### src/rtl/rfm_pkg.sv
// Shared package for the raycast floor texel mapper.
// Holds field widths, function and direction codes, register indexes,
// the sequencer state type and the control groups of the datapath units.
package rfm_pkg;

   localparam int ROWS_W     = 11;
   localparam int CAM_W      = 22;
   localparam int TEX_SIZE_W = 11;
   localparam int COORD_W    = 10;
   localparam int ROW_W      = 11;
   localparam int COL_W      = 10;
   localparam int MAPC_W     = 6;
   localparam int FRAC_IN_W  = 16;
   localparam int DIST_IN_W  = 24;
   localparam int DIR_W      = 2;
   localparam int CSR_IDX_W  = 3;
   localparam int CSR_DATA_W = 22;

   localparam logic FUNC_SETUP = 1'b0;
   localparam logic FUNC_ROW   = 1'b1;

   localparam logic SIDE_X = 1'b0;
   localparam logic SIDE_Y = 1'b1;

   localparam logic [DIR_W-1:0] DIR_ZERO = 2'd0;
   localparam logic [DIR_W-1:0] DIR_POS  = 2'd1;
   localparam logic [DIR_W-1:0] DIR_NEG  = 2'd2;
   localparam logic [DIR_W-1:0] DIR_RSVD = 2'd3;

   localparam logic [CSR_IDX_W-1:0] CSR_SCREEN_ROWS = 3'd0;
   localparam logic [CSR_IDX_W-1:0] CSR_CAM_X       = 3'd1;
   localparam logic [CSR_IDX_W-1:0] CSR_CAM_Y       = 3'd2;
   localparam logic [CSR_IDX_W-1:0] CSR_TEX_WIDTH   = 3'd3;
   localparam logic [CSR_IDX_W-1:0] CSR_TEX_HEIGHT  = 3'd4;

   typedef enum logic [3:0] {
      ST_IDLE,
      ST_DIST,
      ST_WLOAD,
      ST_WEIGHT,
      ST_MLOAD,
      ST_MUL,
      ST_FLOAD,
      ST_FRAC,
      ST_DONE
   } state_type;

   typedef struct packed {
      logic load;
      logic step;
   } div_ctl_type;

   typedef struct packed {
      logic load_mul;
      logic step_mul;
      logic load_frac;
      logic step_frac;
   } lerp_ctl_type;

endpackage

### src/rtl/rfm_div.sv
// Radix-2 restoring divider, one quotient bit per step.
// Depends on rfm_pkg for its control group; the sequencer counts the steps.
module rfm_div #(
   parameter int DEN_W   = 24,
   parameter int SHIFT_W = 27
) (
   input  logic                  clock,
   input  rfm_pkg::div_ctl_type  ctl,
   input  logic [DEN_W:0]        rem_init,
   input  logic [SHIFT_W-1:0]    shin_init,
   input  logic [DEN_W-1:0]      den,
   output logic [SHIFT_W-1:0]    quot
);

   localparam int REM_W = DEN_W + 1;

   logic [REM_W-1:0]   rem_ff, rem_in;
   logic [SHIFT_W-1:0] shin_ff, shin_in;
   logic [SHIFT_W-1:0] quot_ff, quot_in;
   logic [DEN_W-1:0]   den_ff, den_in;
   logic [REM_W-1:0]   trial;
   logic               fits;

   // The partial remainder stays below the divisor, so one more bit fits.
   assign trial = {rem_ff[REM_W-2:0], shin_ff[SHIFT_W-1]};
   assign fits  = trial >= {1'b0, den_ff};

   always_comb begin
      rem_in  = rem_ff;
      shin_in = shin_ff;
      quot_in = quot_ff;
      den_in  = den_ff;
      if (ctl.load) begin
         rem_in  = rem_init;
         shin_in = shin_init;
         quot_in = '0;
         den_in  = den;
      end else if (ctl.step) begin
         rem_in  = fits ? (trial - {1'b0, den_ff}) : trial;
         shin_in = {shin_ff[SHIFT_W-2:0], 1'b0};
         quot_in = {quot_ff[SHIFT_W-2:0], fits};
      end
   end

   always_ff @(posedge clock) begin
      rem_ff  <= rem_in;
      shin_ff <= shin_in;
      quot_ff <= quot_in;
      den_ff  <= den_in;
   end

   assign quot = quot_ff;

endmodule

### src/rtl/rfm_lerp.sv
// One texture axis: bit-serial lerp product and bit-serial scale by texture size.
// Depends on rfm_pkg for widths and the control group; the sequencer counts the steps.
module rfm_lerp #(
   parameter int FRAC_BITS = 16
) (
   input  logic                            clock,
   input  rfm_pkg::lerp_ctl_type           ctl,
   input  logic [FRAC_BITS+1:0]            weight,
   input  logic [rfm_pkg::CAM_W-1:0]       cam,
   input  logic [FRAC_BITS+6:0]            point,
   input  logic [rfm_pkg::TEX_SIZE_W-1:0]  size,
   output logic [rfm_pkg::COORD_W-1:0]     coord
);

   localparam int F    = FRAC_BITS;
   localparam int UP   = (F >= 16) ? F - 16 : 0;
   localparam int DN   = (F >= 16) ? 0 : 16 - F;
   localparam int CQ_W = rfm_pkg::CAM_W + UP;
   localparam int P_W  = 2 * F;
   localparam int Q_W  = F + rfm_pkg::TEX_SIZE_W;
   localparam int W_W  = F + 2;
   localparam int S_W  = rfm_pkg::TEX_SIZE_W;

   logic [CQ_W-1:0] cam_up, cam_f;
   logic [P_W-1:0]  diff;

   logic [P_W-1:0] diff_ff, diff_in;
   logic [W_W-1:0] wsh_ff, wsh_in;
   logic [P_W-1:0] acc_ff, acc_in;
   logic [F-1:0]   cfrac_ff, cfrac_in;
   logic [F-1:0]   frac_ff, frac_in;
   logic [S_W-1:0] ssh_ff, ssh_in;
   logic [Q_W-1:0] prod_ff, prod_in;

   // Only the low 2F bits of weight * (point - cam) reach the fraction of the
   // lerped point, so the difference is kept modulo 2^(2F).
   assign cam_up = CQ_W'(cam) << UP;
   assign cam_f  = cam_up >> DN;
   assign diff   = P_W'(point) - P_W'(cam_f);

   always_comb begin
      diff_in  = diff_ff;
      wsh_in   = wsh_ff;
      acc_in   = acc_ff;
      cfrac_in = cfrac_ff;
      frac_in  = frac_ff;
      ssh_in   = ssh_ff;
      prod_in  = prod_ff;
      if (ctl.load_mul) begin
         diff_in  = diff;
         wsh_in   = weight;
         acc_in   = '0;
         cfrac_in = F'(cam_f);
      end else if (ctl.step_mul) begin
         acc_in = {acc_ff[P_W-2:0], 1'b0} + (wsh_ff[W_W-1] ? diff_ff : '0);
         wsh_in = {wsh_ff[W_W-2:0], 1'b0};
      end
      // The texel index modulo size is the fraction of the point times size.
      if (ctl.load_frac) begin
         frac_in = cfrac_ff + acc_ff[P_W-1:F];
         ssh_in  = size;
         prod_in = '0;
      end else if (ctl.step_frac) begin
         prod_in = {prod_ff[Q_W-2:0], 1'b0} + (ssh_ff[S_W-1] ? Q_W'(frac_ff) : '0);
         ssh_in  = {ssh_ff[S_W-2:0], 1'b0};
      end
   end

   always_ff @(posedge clock) begin
      diff_ff  <= diff_in;
      wsh_ff   <= wsh_in;
      acc_ff   <= acc_in;
      cfrac_ff <= cfrac_in;
      frac_ff  <= frac_in;
      ssh_ff   <= ssh_in;
      prod_ff  <= prod_in;
   end

   assign coord = prod_ff[F+rfm_pkg::COORD_W-1:F];

endmodule

### src/rtl/raycast_floor_texel_mapper_unit.sv
// Top level of the raycast floor texel mapper: floor and ceiling casting for one column.
// Depends on rfm_pkg, rfm_div (shared serial divider) and rfm_lerp (one per texture axis).
//
//  channel | direction | handshake           | word
//  req_    | in        | req_valid/req_ready | setup or row-step command with wall hit
//  rsp_    | out       | rsp_valid/rsp_ready | column, floor row, sky row, texel x/y, last
//  csr_    | in        | csr_we              | register index and write data, no wait
//
// A setup word, a row word while no column is loaded, and a row word past the screen
// bottom leave the unit idle. A row word that produces a result runs the single
// radix-2 divider (row distance, then weight) and the bit-serial lerp and size scaling
// before the next word is accepted. Rows at or above the horizon, or with a zero wall
// distance, skip the divider. Reset is synchronous and restores the control, the
// configuration and the column registers, but not the result or datapath registers.
// A result waits in the output register while the next word is accepted; the unit only
// stalls at the end of a computation if the previous result has not been taken.
module raycast_floor_texel_mapper_unit #(
   parameter int MAP_SIZE  = 64,
   parameter int FRAC_BITS = 16,
   parameter int MAX_ROWS  = 1024
) (
   input  logic                              clock,
   input  logic                              reset,

   input  logic                              req_valid,
   output logic                              req_ready,
   input  logic                              req_func,
   input  logic [rfm_pkg::COL_W-1:0]         req_column,
   input  logic [rfm_pkg::COL_W-1:0]         req_start_row,
   input  logic                              req_side,
   input  logic [rfm_pkg::DIR_W-1:0]         req_dir_x_sign,
   input  logic [rfm_pkg::DIR_W-1:0]         req_dir_y_sign,
   input  logic [rfm_pkg::MAPC_W-1:0]        req_map_x,
   input  logic [rfm_pkg::MAPC_W-1:0]        req_map_y,
   input  logic [rfm_pkg::FRAC_IN_W-1:0]     req_wall_frac,
   input  logic [rfm_pkg::DIST_IN_W-1:0]     req_wall_dist,

   output logic                              rsp_valid,
   input  logic                              rsp_ready,
   output logic [rfm_pkg::COL_W-1:0]         rsp_out_column,
   output logic [rfm_pkg::COORD_W-1:0]       rsp_floor_row,
   output logic [rfm_pkg::ROWS_W-1:0]        rsp_sky_row,
   output logic [rfm_pkg::COORD_W-1:0]       rsp_tex_x,
   output logic [rfm_pkg::COORD_W-1:0]       rsp_tex_y,
   output logic                              rsp_last,

   input  logic                              csr_we,
   input  logic [rfm_pkg::CSR_IDX_W-1:0]     csr_index,
   input  logic [rfm_pkg::CSR_DATA_W-1:0]    csr_wdata
);

   localparam int F       = FRAC_BITS;
   localparam int UP      = (F >= 16) ? F - 16 : 0;
   localparam int DN      = (F >= 16) ? 0 : 16 - F;
   localparam int PT_W    = F + 7;                        // floor point, Q7.F
   localparam int FQ_W    = (F >= 16) ? F : 16;
   localparam int HF_W    = (F >= 16) ? F + 8 : 24;       // wall distance, internal format
   localparam int DHW     = rfm_pkg::DIST_IN_W + UP;
   localparam int REM_W   = HF_W + 1;
   localparam int SH_W    = rfm_pkg::ROWS_W + F;          // row distance bits
   localparam int W_W     = F + 2;                        // weight, just under 4.0
   localparam int DIST_STEPS = SH_W;
   localparam int W_STEPS    = W_W;
   localparam int SIZE_STEPS = rfm_pkg::TEX_SIZE_W;
   localparam int CNT_W   = $clog2(SH_W);
   localparam int MAP_N   = 2 ** rfm_pkg::MAPC_W;

   // Configuration registers.
   logic [rfm_pkg::ROWS_W-1:0]     screen_rows_ff;
   logic [rfm_pkg::CAM_W-1:0]      cam_x_ff, cam_y_ff;
   logic [rfm_pkg::TEX_SIZE_W-1:0] tex_width_ff, tex_height_ff;

   // Column state.
   logic [PT_W-1:0]                floor_px_ff, floor_py_ff;
   logic [rfm_pkg::DIST_IN_W-1:0]  hit_dist_ff;
   logic [rfm_pkg::COL_W-1:0]      cur_column_ff;
   logic [rfm_pkg::ROW_W-1:0]      cur_row_ff;
   logic                           active_ff;

   // Sequencer.
   rfm_pkg::state_type             state_ff, state_in;
   logic [CNT_W-1:0]               cnt_ff, cnt_in;
   logic                           sat_ff, sat_in;
   logic                           rsp_load;

   // Output register.
   logic                           rsp_valid_ff, rsp_valid_in;
   logic [rfm_pkg::COL_W-1:0]      rsp_out_column_ff;
   logic [rfm_pkg::COORD_W-1:0]    rsp_floor_row_ff;
   logic [rfm_pkg::ROWS_W-1:0]     rsp_sky_row_ff;
   logic [rfm_pkg::COORD_W-1:0]    rsp_tex_x_ff, rsp_tex_y_ff;
   logic                           rsp_last_ff;

   rfm_pkg::div_ctl_type           div_ctl;
   rfm_pkg::lerp_ctl_type          lerp_ctl;
   logic [REM_W-1:0]               div_rem_init, w_rem0;
   logic [SH_W-1:0]                div_shin_init, div_quot;
   logic [HF_W-1:0]                div_den;
   logic [W_W-1:0]                 weight;
   logic [rfm_pkg::COORD_W-1:0]    tex_x, tex_y;

   logic                           accept, setup_go, row_go;
   logic [rfm_pkg::ROWS_W-1:0]     h;
   logic [rfm_pkg::ROWS_W:0]       y, y2, h_ext;
   logic                           row_ok, d_pos;
   logic [rfm_pkg::ROWS_W:0]       d_val;
   logic [DHW-1:0]                 hd_up;
   logic [HF_W-1:0]                hf;
   logic [FQ_W-1:0]                frac_up;
   logic [F-1:0]                   frac_f;
   logic [rfm_pkg::MAPC_W-1:0]     map_mod [MAP_N];
   logic [PT_W-1:0]                mx, my, fr, one;
   logic [PT_W-1:0]                px_new, py_new;
   logic [rfm_pkg::ROWS_W-1:0]     cur_row_h;
   logic                           cur_last;

   // Map cell modulo the map size, as a constant table over the cell field.
   for (genvar i = 0; i < MAP_N; i++) begin : g_map_mod
      assign map_mod[i] = rfm_pkg::MAPC_W'(i % MAP_SIZE);
   end

   // Screen height clamped to the row limit.
   assign h = (int'(screen_rows_ff) > MAX_ROWS) ? rfm_pkg::ROWS_W'(MAX_ROWS) : screen_rows_ff;
   assign h_ext = {1'b0, h};

   assign y      = {1'b0, cur_row_ff} + 12'd1;
   assign y2     = {y[rfm_pkg::ROWS_W-1:0], 1'b0};
   assign row_ok = y < h_ext;
   assign d_pos  = y2 > h_ext;
   assign d_val  = y2 - h_ext;

   assign hd_up = DHW'(hit_dist_ff) << UP;
   assign hf    = HF_W'(hd_up >> DN);

   assign req_ready = (state_ff == rfm_pkg::ST_IDLE);
   assign accept    = req_valid && req_ready;
   assign setup_go  = accept && (req_func == rfm_pkg::FUNC_SETUP);
   assign row_go    = accept && (req_func == rfm_pkg::FUNC_ROW) && active_ff && row_ok;

   // Floor point at the base of the hit wall.
   assign frac_up = FQ_W'(req_wall_frac) << UP;
   assign frac_f  = F'(frac_up >> DN);
   assign mx  = PT_W'({map_mod[req_map_x], {F{1'b0}}});
   assign my  = PT_W'({map_mod[req_map_y], {F{1'b0}}});
   assign fr  = PT_W'(frac_f);
   assign one = PT_W'(1) << F;

   always_comb begin
      if (req_side == rfm_pkg::SIDE_X && req_dir_x_sign == rfm_pkg::DIR_POS) begin
         px_new = mx;
         py_new = my + fr;
      end else if (req_side == rfm_pkg::SIDE_X && req_dir_x_sign == rfm_pkg::DIR_NEG) begin
         px_new = mx + one;
         py_new = my + fr;
      end else if (req_side == rfm_pkg::SIDE_Y && req_dir_y_sign == rfm_pkg::DIR_POS) begin
         px_new = mx + fr;
         py_new = my;
      end else begin
         // Covers the y side going negative or with no y direction, and an x side hit with no x direction.
         px_new = mx + fr;
         py_new = my + one;
      end
   end

   // The divider first forms the row distance H<<F / d. For the weight it starts from
   // the upper part of distance<<F: if that already reaches the wall distance the
   // quotient would not fit and the weight saturates, otherwise F+2 bits remain.
   assign w_rem0 = REM_W'(div_quot >> 2);

   always_comb begin
      if (state_ff == rfm_pkg::ST_WLOAD) begin
         div_rem_init  = w_rem0;
         div_shin_init = {div_quot[1:0], {(SH_W-2){1'b0}}};
         div_den       = hf;
      end else begin
         div_rem_init  = '0;
         div_shin_init = {h, {F{1'b0}}};
         div_den       = HF_W'(d_val);
      end
   end

   assign weight = sat_ff ? {W_W{1'b1}} : div_quot[W_W-1:0];

   // Sequencer: next state and unit controls.
   always_comb begin
      state_in = state_ff;
      cnt_in   = cnt_ff;
      sat_in   = sat_ff;
      div_ctl  = '0;
      lerp_ctl = '0;
      rsp_load = 1'b0;
      unique case (state_ff)
         rfm_pkg::ST_IDLE: begin
            if (row_go) begin
               if (d_pos && (hf != '0)) begin
                  div_ctl.load = 1'b1;
                  cnt_in       = CNT_W'(DIST_STEPS - 1);
                  sat_in       = 1'b0;
                  state_in     = rfm_pkg::ST_DIST;
               end else begin
                  sat_in   = 1'b1;
                  state_in = rfm_pkg::ST_MLOAD;
               end
            end
         end
         rfm_pkg::ST_DIST: begin
            div_ctl.step = 1'b1;
            if (cnt_ff == '0) begin
               state_in = rfm_pkg::ST_WLOAD;
            end else begin
               cnt_in = cnt_ff - 1'b1;
            end
         end
         rfm_pkg::ST_WLOAD: begin
            if (w_rem0 >= {1'b0, hf}) begin
               sat_in   = 1'b1;
               state_in = rfm_pkg::ST_MLOAD;
            end else begin
               div_ctl.load = 1'b1;
               cnt_in       = CNT_W'(W_STEPS - 1);
               state_in     = rfm_pkg::ST_WEIGHT;
            end
         end
         rfm_pkg::ST_WEIGHT: begin
            div_ctl.step = 1'b1;
            if (cnt_ff == '0) begin
               state_in = rfm_pkg::ST_MLOAD;
            end else begin
               cnt_in = cnt_ff - 1'b1;
            end
         end
         rfm_pkg::ST_MLOAD: begin
            lerp_ctl.load_mul = 1'b1;
            cnt_in            = CNT_W'(W_STEPS - 1);
            state_in          = rfm_pkg::ST_MUL;
         end
         rfm_pkg::ST_MUL: begin
            lerp_ctl.step_mul = 1'b1;
            if (cnt_ff == '0) begin
               state_in = rfm_pkg::ST_FLOAD;
            end else begin
               cnt_in = cnt_ff - 1'b1;
            end
         end
         rfm_pkg::ST_FLOAD: begin
            lerp_ctl.load_frac = 1'b1;
            cnt_in             = CNT_W'(SIZE_STEPS - 1);
            state_in           = rfm_pkg::ST_FRAC;
         end
         rfm_pkg::ST_FRAC: begin
            lerp_ctl.step_frac = 1'b1;
            if (cnt_ff == '0) begin
               state_in = rfm_pkg::ST_DONE;
            end else begin
               cnt_in = cnt_ff - 1'b1;
            end
         end
         rfm_pkg::ST_DONE: begin
            if (!rsp_valid_ff || rsp_ready) begin
               rsp_load = 1'b1;
               state_in = rfm_pkg::ST_IDLE;
            end
         end
         default: begin
            state_in = rfm_pkg::ST_IDLE;
         end
      endcase
   end

   always_ff @(posedge clock) begin
      if (reset) begin
         state_ff <= rfm_pkg::ST_IDLE;
         cnt_ff   <= '0;
         sat_ff   <= 1'b0;
      end else begin
         state_ff <= state_in;
         cnt_ff   <= cnt_in;
         sat_ff   <= sat_in;
      end
   end

   // Configuration writes.
   always_ff @(posedge clock) begin
      if (reset) begin
         screen_rows_ff <= 11'd480;
         cam_x_ff       <= '0;
         cam_y_ff       <= '0;
         tex_width_ff   <= 11'd64;
         tex_height_ff  <= 11'd64;
      end else if (csr_we) begin
         unique case (csr_index)
            rfm_pkg::CSR_SCREEN_ROWS: screen_rows_ff <= csr_wdata[rfm_pkg::ROWS_W-1:0];
            rfm_pkg::CSR_CAM_X:       cam_x_ff       <= csr_wdata;
            rfm_pkg::CSR_CAM_Y:       cam_y_ff       <= csr_wdata;
            rfm_pkg::CSR_TEX_WIDTH:   tex_width_ff   <= csr_wdata[rfm_pkg::TEX_SIZE_W-1:0];
            rfm_pkg::CSR_TEX_HEIGHT:  tex_height_ff  <= csr_wdata[rfm_pkg::TEX_SIZE_W-1:0];
            default: ;
         endcase
      end
   end

   // Column state: a setup loads the hit, a row word moves one row down.
   always_ff @(posedge clock) begin
      if (reset) begin
         floor_px_ff   <= '0;
         floor_py_ff   <= '0;
         hit_dist_ff   <= 24'd1;
         cur_column_ff <= '0;
         cur_row_ff    <= '0;
         active_ff     <= 1'b0;
      end else if (setup_go) begin
         floor_px_ff   <= px_new;
         floor_py_ff   <= py_new;
         hit_dist_ff   <= req_wall_dist;
         cur_column_ff <= req_column;
         cur_row_ff    <= {1'b0, req_start_row};
         active_ff     <= ({1'b0, req_start_row} + 11'd1) < h;
      end else if (accept && (req_func == rfm_pkg::FUNC_ROW) && active_ff) begin
         if (!row_ok) begin
            active_ff <= 1'b0;
         end else begin
            cur_row_ff <= y[rfm_pkg::ROW_W-1:0];
            // The final row closes the column as soon as it is taken in.
            if ((y + 12'd1) >= h_ext) begin
               active_ff <= 1'b0;
            end
         end
      end
   end

   rfm_div #(
      .DEN_W   (HF_W),
      .SHIFT_W (SH_W)
   ) u_div (
      .clock     (clock),
      .ctl       (div_ctl),
      .rem_init  (div_rem_init),
      .shin_init (div_shin_init),
      .den       (div_den),
      .quot      (div_quot)
   );

   rfm_lerp #(
      .FRAC_BITS (FRAC_BITS)
   ) u_lerp_x (
      .clock  (clock),
      .ctl    (lerp_ctl),
      .weight (weight),
      .cam    (cam_x_ff),
      .point  (floor_px_ff),
      .size   (tex_width_ff),
      .coord  (tex_x)
   );

   rfm_lerp #(
      .FRAC_BITS (FRAC_BITS)
   ) u_lerp_y (
      .clock  (clock),
      .ctl    (lerp_ctl),
      .weight (weight),
      .cam    (cam_y_ff),
      .point  (floor_py_ff),
      .size   (tex_height_ff),
      .coord  (tex_y)
   );

   // By the time the result is loaded cur_row already holds this row.
   assign cur_row_h = cur_row_ff;
   assign cur_last  = ({1'b0, cur_row_h} + 12'd1) >= h_ext;

   assign rsp_valid_in = rsp_load || (rsp_valid_ff && !rsp_ready);

   always_ff @(posedge clock) begin
      if (reset) begin
         rsp_valid_ff <= 1'b0;
      end else begin
         rsp_valid_ff <= rsp_valid_in;
      end
   end

   always_ff @(posedge clock) begin
      if (rsp_load) begin
         rsp_out_column_ff <= cur_column_ff;
         rsp_floor_row_ff  <= cur_row_h[rfm_pkg::COORD_W-1:0];
         rsp_sky_row_ff    <= h - cur_row_h;
         rsp_tex_x_ff      <= tex_x;
         rsp_tex_y_ff      <= tex_y;
         rsp_last_ff       <= cur_last;
      end
   end

   assign rsp_valid      = rsp_valid_ff;
   assign rsp_out_column = rsp_out_column_ff;
   assign rsp_floor_row  = rsp_floor_row_ff;
   assign rsp_sky_row    = rsp_sky_row_ff;
   assign rsp_tex_x      = rsp_tex_x_ff;
   assign rsp_tex_y      = rsp_tex_y_ff;
   assign rsp_last       = rsp_last_ff;

`ifndef NO_ASSERTIONS
   // A finished computation moves into a free output slot and frees the input.
   a_done_loads: assert property (@(posedge clock) disable iff (reset)
      (state_ff == rfm_pkg::ST_DONE && (!rsp_valid_ff || rsp_ready))
      |=> (rsp_valid_ff && state_ff == rfm_pkg::ST_IDLE))
      else $error("finished result not loaded into the output register");

   // The weight division only runs when its quotient is known to fit.
   a_weight_not_sat: assert property (@(posedge clock) disable iff (reset)
      (state_ff == rfm_pkg::ST_WEIGHT) |-> !sat_ff)
      else $error("weight division running on a saturated weight");

   // The lerp multiply is always entered through its load cycle.
   a_mul_entry: assert property (@(posedge clock) disable iff (reset)
      (state_ff == rfm_pkg::ST_MUL && $past(state_ff) != rfm_pkg::ST_MUL)
      |-> ($past(state_ff) == rfm_pkg::ST_MLOAD))
      else $error("lerp multiply started without loading its operands");

   // A result row is only started for a loaded column below the last row.
   a_row_start: assert property (@(posedge clock) disable iff (reset)
      (state_ff == rfm_pkg::ST_IDLE && state_in != rfm_pkg::ST_IDLE)
      |-> (active_ff && row_ok))
      else $error("row computation started without an active column");
`endif

endmodule

### config.mk
export PLATFORM = sky130hd
export DESIGN_NAME = raycast_floor_texel_mapper_unit
export DESIGN_NICKNAME = d
export VERILOG_FILES = /design/src/rtl/rfm_pkg.sv /design/src/rtl/rfm_div.sv /design/src/rtl/rfm_lerp.sv /design/src/rtl/raycast_floor_texel_mapper_unit.sv
export SDC_FILE = /design/constraint.sdc
export NUM_CORES = 1
export LEC_CHECK = 0
export BUFFER_PORTS_ARGS = -buffer_cell sky130_fd_sc_hd__buf_2
export CAP_MARGIN = 0
export CORE_MARGIN = 4
export CORE_UTILIZATION = 60
export DETAILED_ROUTE_END_ITERATION = 8
export PLACE_DENSITY = 0.89
export SYNTH_ARGS = -nofsm -noshare
export SYNTH_HDL_FRONTEND = slang
export SYNTH_SLANG_ARGS = --single-unit
### constraint.sdc
create_clock -name clock -period 5.63 [get_ports clock]
set_clock_uncertainty 0.15 [all_clocks]
set_input_delay 1.4075 -clock clock [delete_from_list [all_inputs] [get_ports clock]]
set_output_delay 1.4075 -clock clock [all_outputs]
set_load 0.01 [all_outputs]
# == Yosys cells after proc, flatten, opt, wreduce, memory -nomap -nowiden ==
# Memories as Yosys holds them, arrays and structs flattened.
# Index checks and enable logic that the tools add are counted.
# totals
memories,2
regBits,636
latchBits,0
ramBits,0
mem_bits_ro,768
# classes
shifts,0
n_eq_ne,26
bitwise_logic,4
magnitude_cmp,10
div_mod_pow,0
mux,67
n_mul,0
reduce_logical,39
n_addsub,19
# memory_table
name,words,width,rd,rd_ports_with_merged_regs,write_ports,line,text
(no name shown),64,6,1,0,0,raycast_floor_texel_mapper_unit.sv:144,"assign my = PT_W'({map_mod[req_map_y], {F{1'b0}}});"
(no name shown),64,6,1,0,0,raycast_floor_texel_mapper_unit.sv:143,"assign mx = PT_W'({map_mod[req_map_x], {F{1'b0}}});"
# op_table
operator,count
two-way mux 23 bit,5
two-way mux 24 bit,4
two-way mux 18 bit,5
two-way mux 27 bit,3
adder 32 bit,2
two-way mux 32 bit,2
two-way mux 11 bit,5
adder 26 x 16 -> 26 bit,2
>= comparator 25 x 24 -> 1 bit,2
subtractor 23 x 22 -> 24 bit,2
adder 22 x 16 -> 23 bit,2
adder 22 x 17 -> 23 bit (second input constant),2
case mux 4 bit (9 select lines),1
adder 16 bit,2
two-way mux 16 bit,2
two-way mux 10 bit,3
case mux 5 bit (5 select lines),1
>= comparator 12 x 11 -> 1 bit,2
two-way mux 4 bit,6
two-way mux 6 bit,4
nonzero test 24 bit,1
subtractor 24 bit,1
two-way mux 5 bit,4
two-way mux 1 bit,17
42 further kinds,85

# == Logic depth before layout (Yosys ltp) ==
# logic_depth
word_depth,8
ltp_mapped,17
depth_no_buf,16

# == Cells and area by module ==
# Synthesis repeated with hierarchy kept, for this count alone.
# hier_totals
cells_unflattened,3825
area_unflattened_um2,36167.2
# by_module_without_submodules
mod,area_each_um2,seq_area_each_um2,instances,cells_each
raycast_floor_texel_mapper_unit,11945.2,5165.0,1,1441
rfm_lerp (u_lerp_x),9489.1,3713.6,1,972
rfm_lerp (u_lerp_y),9325.2,3713.6,1,951
rfm_div,5407.7,2792.7,1,461

# == Least setup slack after synthesis ==
# Ideal clock, no wire load.
# synth_timing
path_type,register -> register
from,register cur_row_ff[1] (netlist name)
to,register u_div.rem_ff[0] (enable)
t_required_ns,5.087
setup_slack_ns,1.093
n_path_buf,3
arrival_ns,3.994
stages_incl_launch_ff,17
period_less_slack_ns,4.537
path_cell_list,dfxtp_1 ha_1 clkbuf_1 nand2_1 xnor2_1 ha_1 nand3_1 o221ai_1 a21o_1 a221oi_2 o311ai_2 nor2_2 and3_1 buf_4 nor2_8 buf_6 nand2_1
# synth_via
elab_chain_len,7
# synth_lines
item,line,text
"start, declared",raycast_floor_texel_mapper_unit.sv:77,logic [rfm_pkg::ROW_W-1:0] cur_row_ff;
"start signal, assigned",raycast_floor_texel_mapper_unit.sv:316,"cur_row_ff <= {1'b0, req_start_row};"
"start signal, assigned",raycast_floor_texel_mapper_unit.sv:322,cur_row_ff <= y[rfm_pkg::ROW_W-1:0];
adder 11 x 1 -> 12 bit *,raycast_floor_texel_mapper_unit.sv:126,"assign y = {1'b0, cur_row_ff} + 12'd1;"
> comparator 12 x 11 -> 1 bit,raycast_floor_texel_mapper_unit.sv:129,assign d_pos = y2 > h_ext;
logical AND 1 bit,raycast_floor_texel_mapper_unit.sv:195,if (d_pos && (hf != '0)) begin
two-way mux 1 bit,raycast_floor_texel_mapper_unit.sv:195,
two-way mux 1 bit *,raycast_floor_texel_mapper_unit.sv:194,if (row_go) begin
case mux 1 bit (2 select lines) *,raycast_floor_texel_mapper_unit.sv:192,unique case (state_ff)
nonzero test 2 bit (no line) *,-,
"end signal, assigned",rfm_div.sv:46,rem_ff <= rem_in;
"end, declared",rfm_div.sv:17,"logic [REM_W-1:0] rem_ff, rem_in;"
# Mark *: on every way between the ends. The rest lies on a longest branch, timed or not.
# A chain may end at the register's enable or synchronous reset.

# == Worst setup path after layout ==
# layout_timing
from,register cur_row_ff[0] (netlist name)
to,"register u_div.rem_ff[7], data pin"
# layout_via
elab_chain_len,7
# layout_lines
item,line,text
adder 11 x 1 -> 12 bit *,raycast_floor_texel_mapper_unit.sv:126,
> comparator 12 x 11 -> 1 bit,raycast_floor_texel_mapper_unit.sv:129,
logical AND 1 bit,raycast_floor_texel_mapper_unit.sv:195,
two-way mux 1 bit,raycast_floor_texel_mapper_unit.sv:195,
two-way mux 1 bit *,raycast_floor_texel_mapper_unit.sv:194,
case mux 1 bit (2 select lines) *,raycast_floor_texel_mapper_unit.sv:192,
two-way mux 24 bit *,rfm_div.sv:33,if (ctl.load) begin
via u_div.rem_in[7],rfm_div.sv:17,
# Mark *: on every way through the listed nets, which the timed path passes. The rest lies on a longest branch.

==> impl_metrics.ini <==
[global_route]
grt_pass1_wl_um = 135000
grtUsageTotal = 0.277
overflow = 0
met2_usage = 0.446
antenna_found_initial = 1
grt_pass1_vias = 26100
busiest_layer = met2
grt_start_max_net_pins = 96
use_met1 = 0.379
grtUsageMet3 = 0.0435

[cts]
cts_hold_buffers = 0
cts_sinks = 586
cts_max_path_buffers = 3
clkLatencyLatePin_ns = 0.65
h-tree-depth = 2
clkTransAtPathRegs_ns = 0.06
cts_buffers = 59
cts_root_buffer = clkbuf_16
post_cts_buffers = 0
cts_tree = built
ctsResizeCount = 0

[logic_synthesis]
yosysSeqAreaShare = 0.435
ys_seq_elements = 586
syn_area_um2 = 33000
synth.distinct_cells = 101
synth_warnings = 0
syn_inst = 3633
synth_edf_count = 263
syn_nets = 4024
ys.flop_type = dfxtp_1
avgSynthCellArea_um2 = 9.09
async_reset_ff_frac = 0

[routing]
dr.pass1.iters = 6
first_iter_violations = 2981
via_per_inst = 6.11
wl_per_cell_um = 18.7
vias = 27400
ant_nets = 0
routed_wl_um = 84000
drc = 0

[layout]
antenna_cells = 0
nets = 4125
final_common_cell = nand2_1
final_layout_size_suffix_gt1_frac = 0.0904
final_cell_mix = nand2_1, a21oi_1, dfxtp_1
syn_to_final_growth_pct = 10.0

[power]
power.switching_mw = 6.27
ir_drop_uv = 331
combinationalPowerShare = 0.386
power_frac_seq = 0.377
power_mw = 16.8
p_int_mw = 10.6
clockPowerShare = 0.237
powerDensity_nw_per_um2 = 463
switching_share = 0.373
p_leak_nw = 14.9

[setup_path]
critPathLaunchType = flop
critPathCaptureType = flop
r2r_cells = 15
crit_fanout = 66
worstSetupPathType = reg2reg
crit_arrival_ns = 4.83
critPathRequiredTime_ns = 5.83

[min_path]
whs_path_depth = 0
hold_path_class = reg2reg

[timing]
relSlewSlack = 0.253
rsz0062_at_grt = false
worst_pin_slew_ns = 1.12
finalCriticalPeriod_ns = 4.63
hold_viol = 0
finalMaxSlewViolations = 0
clock.fmax_mhz = 216
fin_setup_tns_ns = 0
setup_violations = 0
min_period_over_period = 0.822

[floorplan]
core_um2 = 54100
start_util = 0.610
die_w_um = 243
dieArea_um2 = 58900
io_pins = 162
fp-row-count = 85
die_height_um = 243

[placed_design]
place_congestion = 0.968
numPortBuffers = 161
place_hpwl_um = 58900

[outcome]
status = complete, no violations

[job]
maxCapViolations = 0
critical path, stage by stage (launching register included):
cell and delay [ns]:
dfxtp_1 0.61, ha_1 0.42, nand2_1 0.12, xnor2_1 0.14
buf_4 0.17, ha_1 0.31, nand3_1 0.13, o221ai_1 0.15
a21o_1 0.20, a221oi_2 0.28, o311ai_2 0.31, nor2_2 0.18
and3_1 0.30, nor2_8 0.11, inv_4 0.52, o2bb2ai_1 0.18
per-stage QoR:
stage,worst slack [ns],utilization,hold slack (ns),instances,instance area [um^2]
finish,1.00,0.671,0.279,4480,36300
floorplan,1.09,-,0.253,3633,33000
CTS,1.06,0.671,0.278,4480,36300
detailed placement,1.10,0.635,0.262,4369,34400
global placement,1.24,0.635,0.261,4369,34400
global route,0.742,0.671,0.290,4480,36300
synth_stat cells, drive strengths merged (40+ instances only):
master  instances  area, um^2
nor2          178         694
xor2           94         831
o21ai         231        1160
clkbuf        131         492
nor3           44         220
and2           83         519
dfxtp         323        6470
a21oi         401        2010
inv           200         753
nand3         105         526
ha            272        3400
nand2b         40         250
xnor2         137        1200
a21o           78         586
edfxtp        263        7900
nand2         575        2160
registers in the layout (all words and copies together) (netlist names), 22 cells and up:
name / count
u_div.quot: 27
u_lerp_y.prod_ff: 26
u_lerp_y.diff_ff: 24
floor_px_ff: 23
u_div.rem_ff: 24
hd_up: 24
floor_py_ff: 23
u_lerp_x.prod_ff: 26
cam_y_ff: 22
u_lerp_x.acc_ff: 32
u_div.den_ff: 24
u_lerp_y.acc_ff: 32
u_lerp_x.diff_ff: 24
cam_x_ff: 22
cell families (layout without fill, tap and decap cells):
group	Yosys count	after routing	synth area share
XOR/XNOR	231	231	0.0615
adder cells (fa/ha/maj)	283	283	0.110
AO/OA/AOI/OAI	970	970	0.180
AND/OR/NAND/NOR	1192	1192	0.167
buffers and inverters	352	503	0.0414
flip-flops	586	586	0.435
multiplexers	19	19	0.00580
power groups by stage:
stage	Sequential, mW	Clock [mW]	Combinational [mW]
2_1_floorplan	6.16	0	4.89
3_3_place_gp	6.37	0	6.04
3_5_place_dp	6.39	0	6.26
4_1_cts	6.32	4.03	6.39
5_1_grt	6.41	4.20	7.22
6_report	6.35	3.99	6.48
area by class of cell:
cell class                      instances  area [um^2]
Clock buffer                           80         1630
Clock inverter                         31          338
Fill cell                            3882        17800
Inverter                              202          762
Multi-Input combinational cell       2695        17300
Sequential cell                       586        14400
Tap cell                              696          871
Timing Repair Buffer                  190         1050
path summary, 6_finish.rpt:
| kind | end | slack (ns) | from |
|---|---|---|---|
| worst max-delay path | u_div.rem_ff[7] | 1.00 | cur_row_ff[0] |
| worst min-delay path | rsp_out_column[4] | 0.28 | cur_column_ff[4] |
| worst max register to register | u_div.rem_ff[7] | 1.00 | cur_row_ff[0] |
| worst min register to register | rsp_out_column[4] | 0.28 | cur_column_ff[4] |
layer usage:
metal | vias up | wire [um]
met5 | - | 0
met4 | 0 | 3350
met3 | 236 | 7510
met2 | 1253 | 38400
met1 | 12800 | 34700
li1 | 13100 | -
Power figures use the tool's default switching activity.
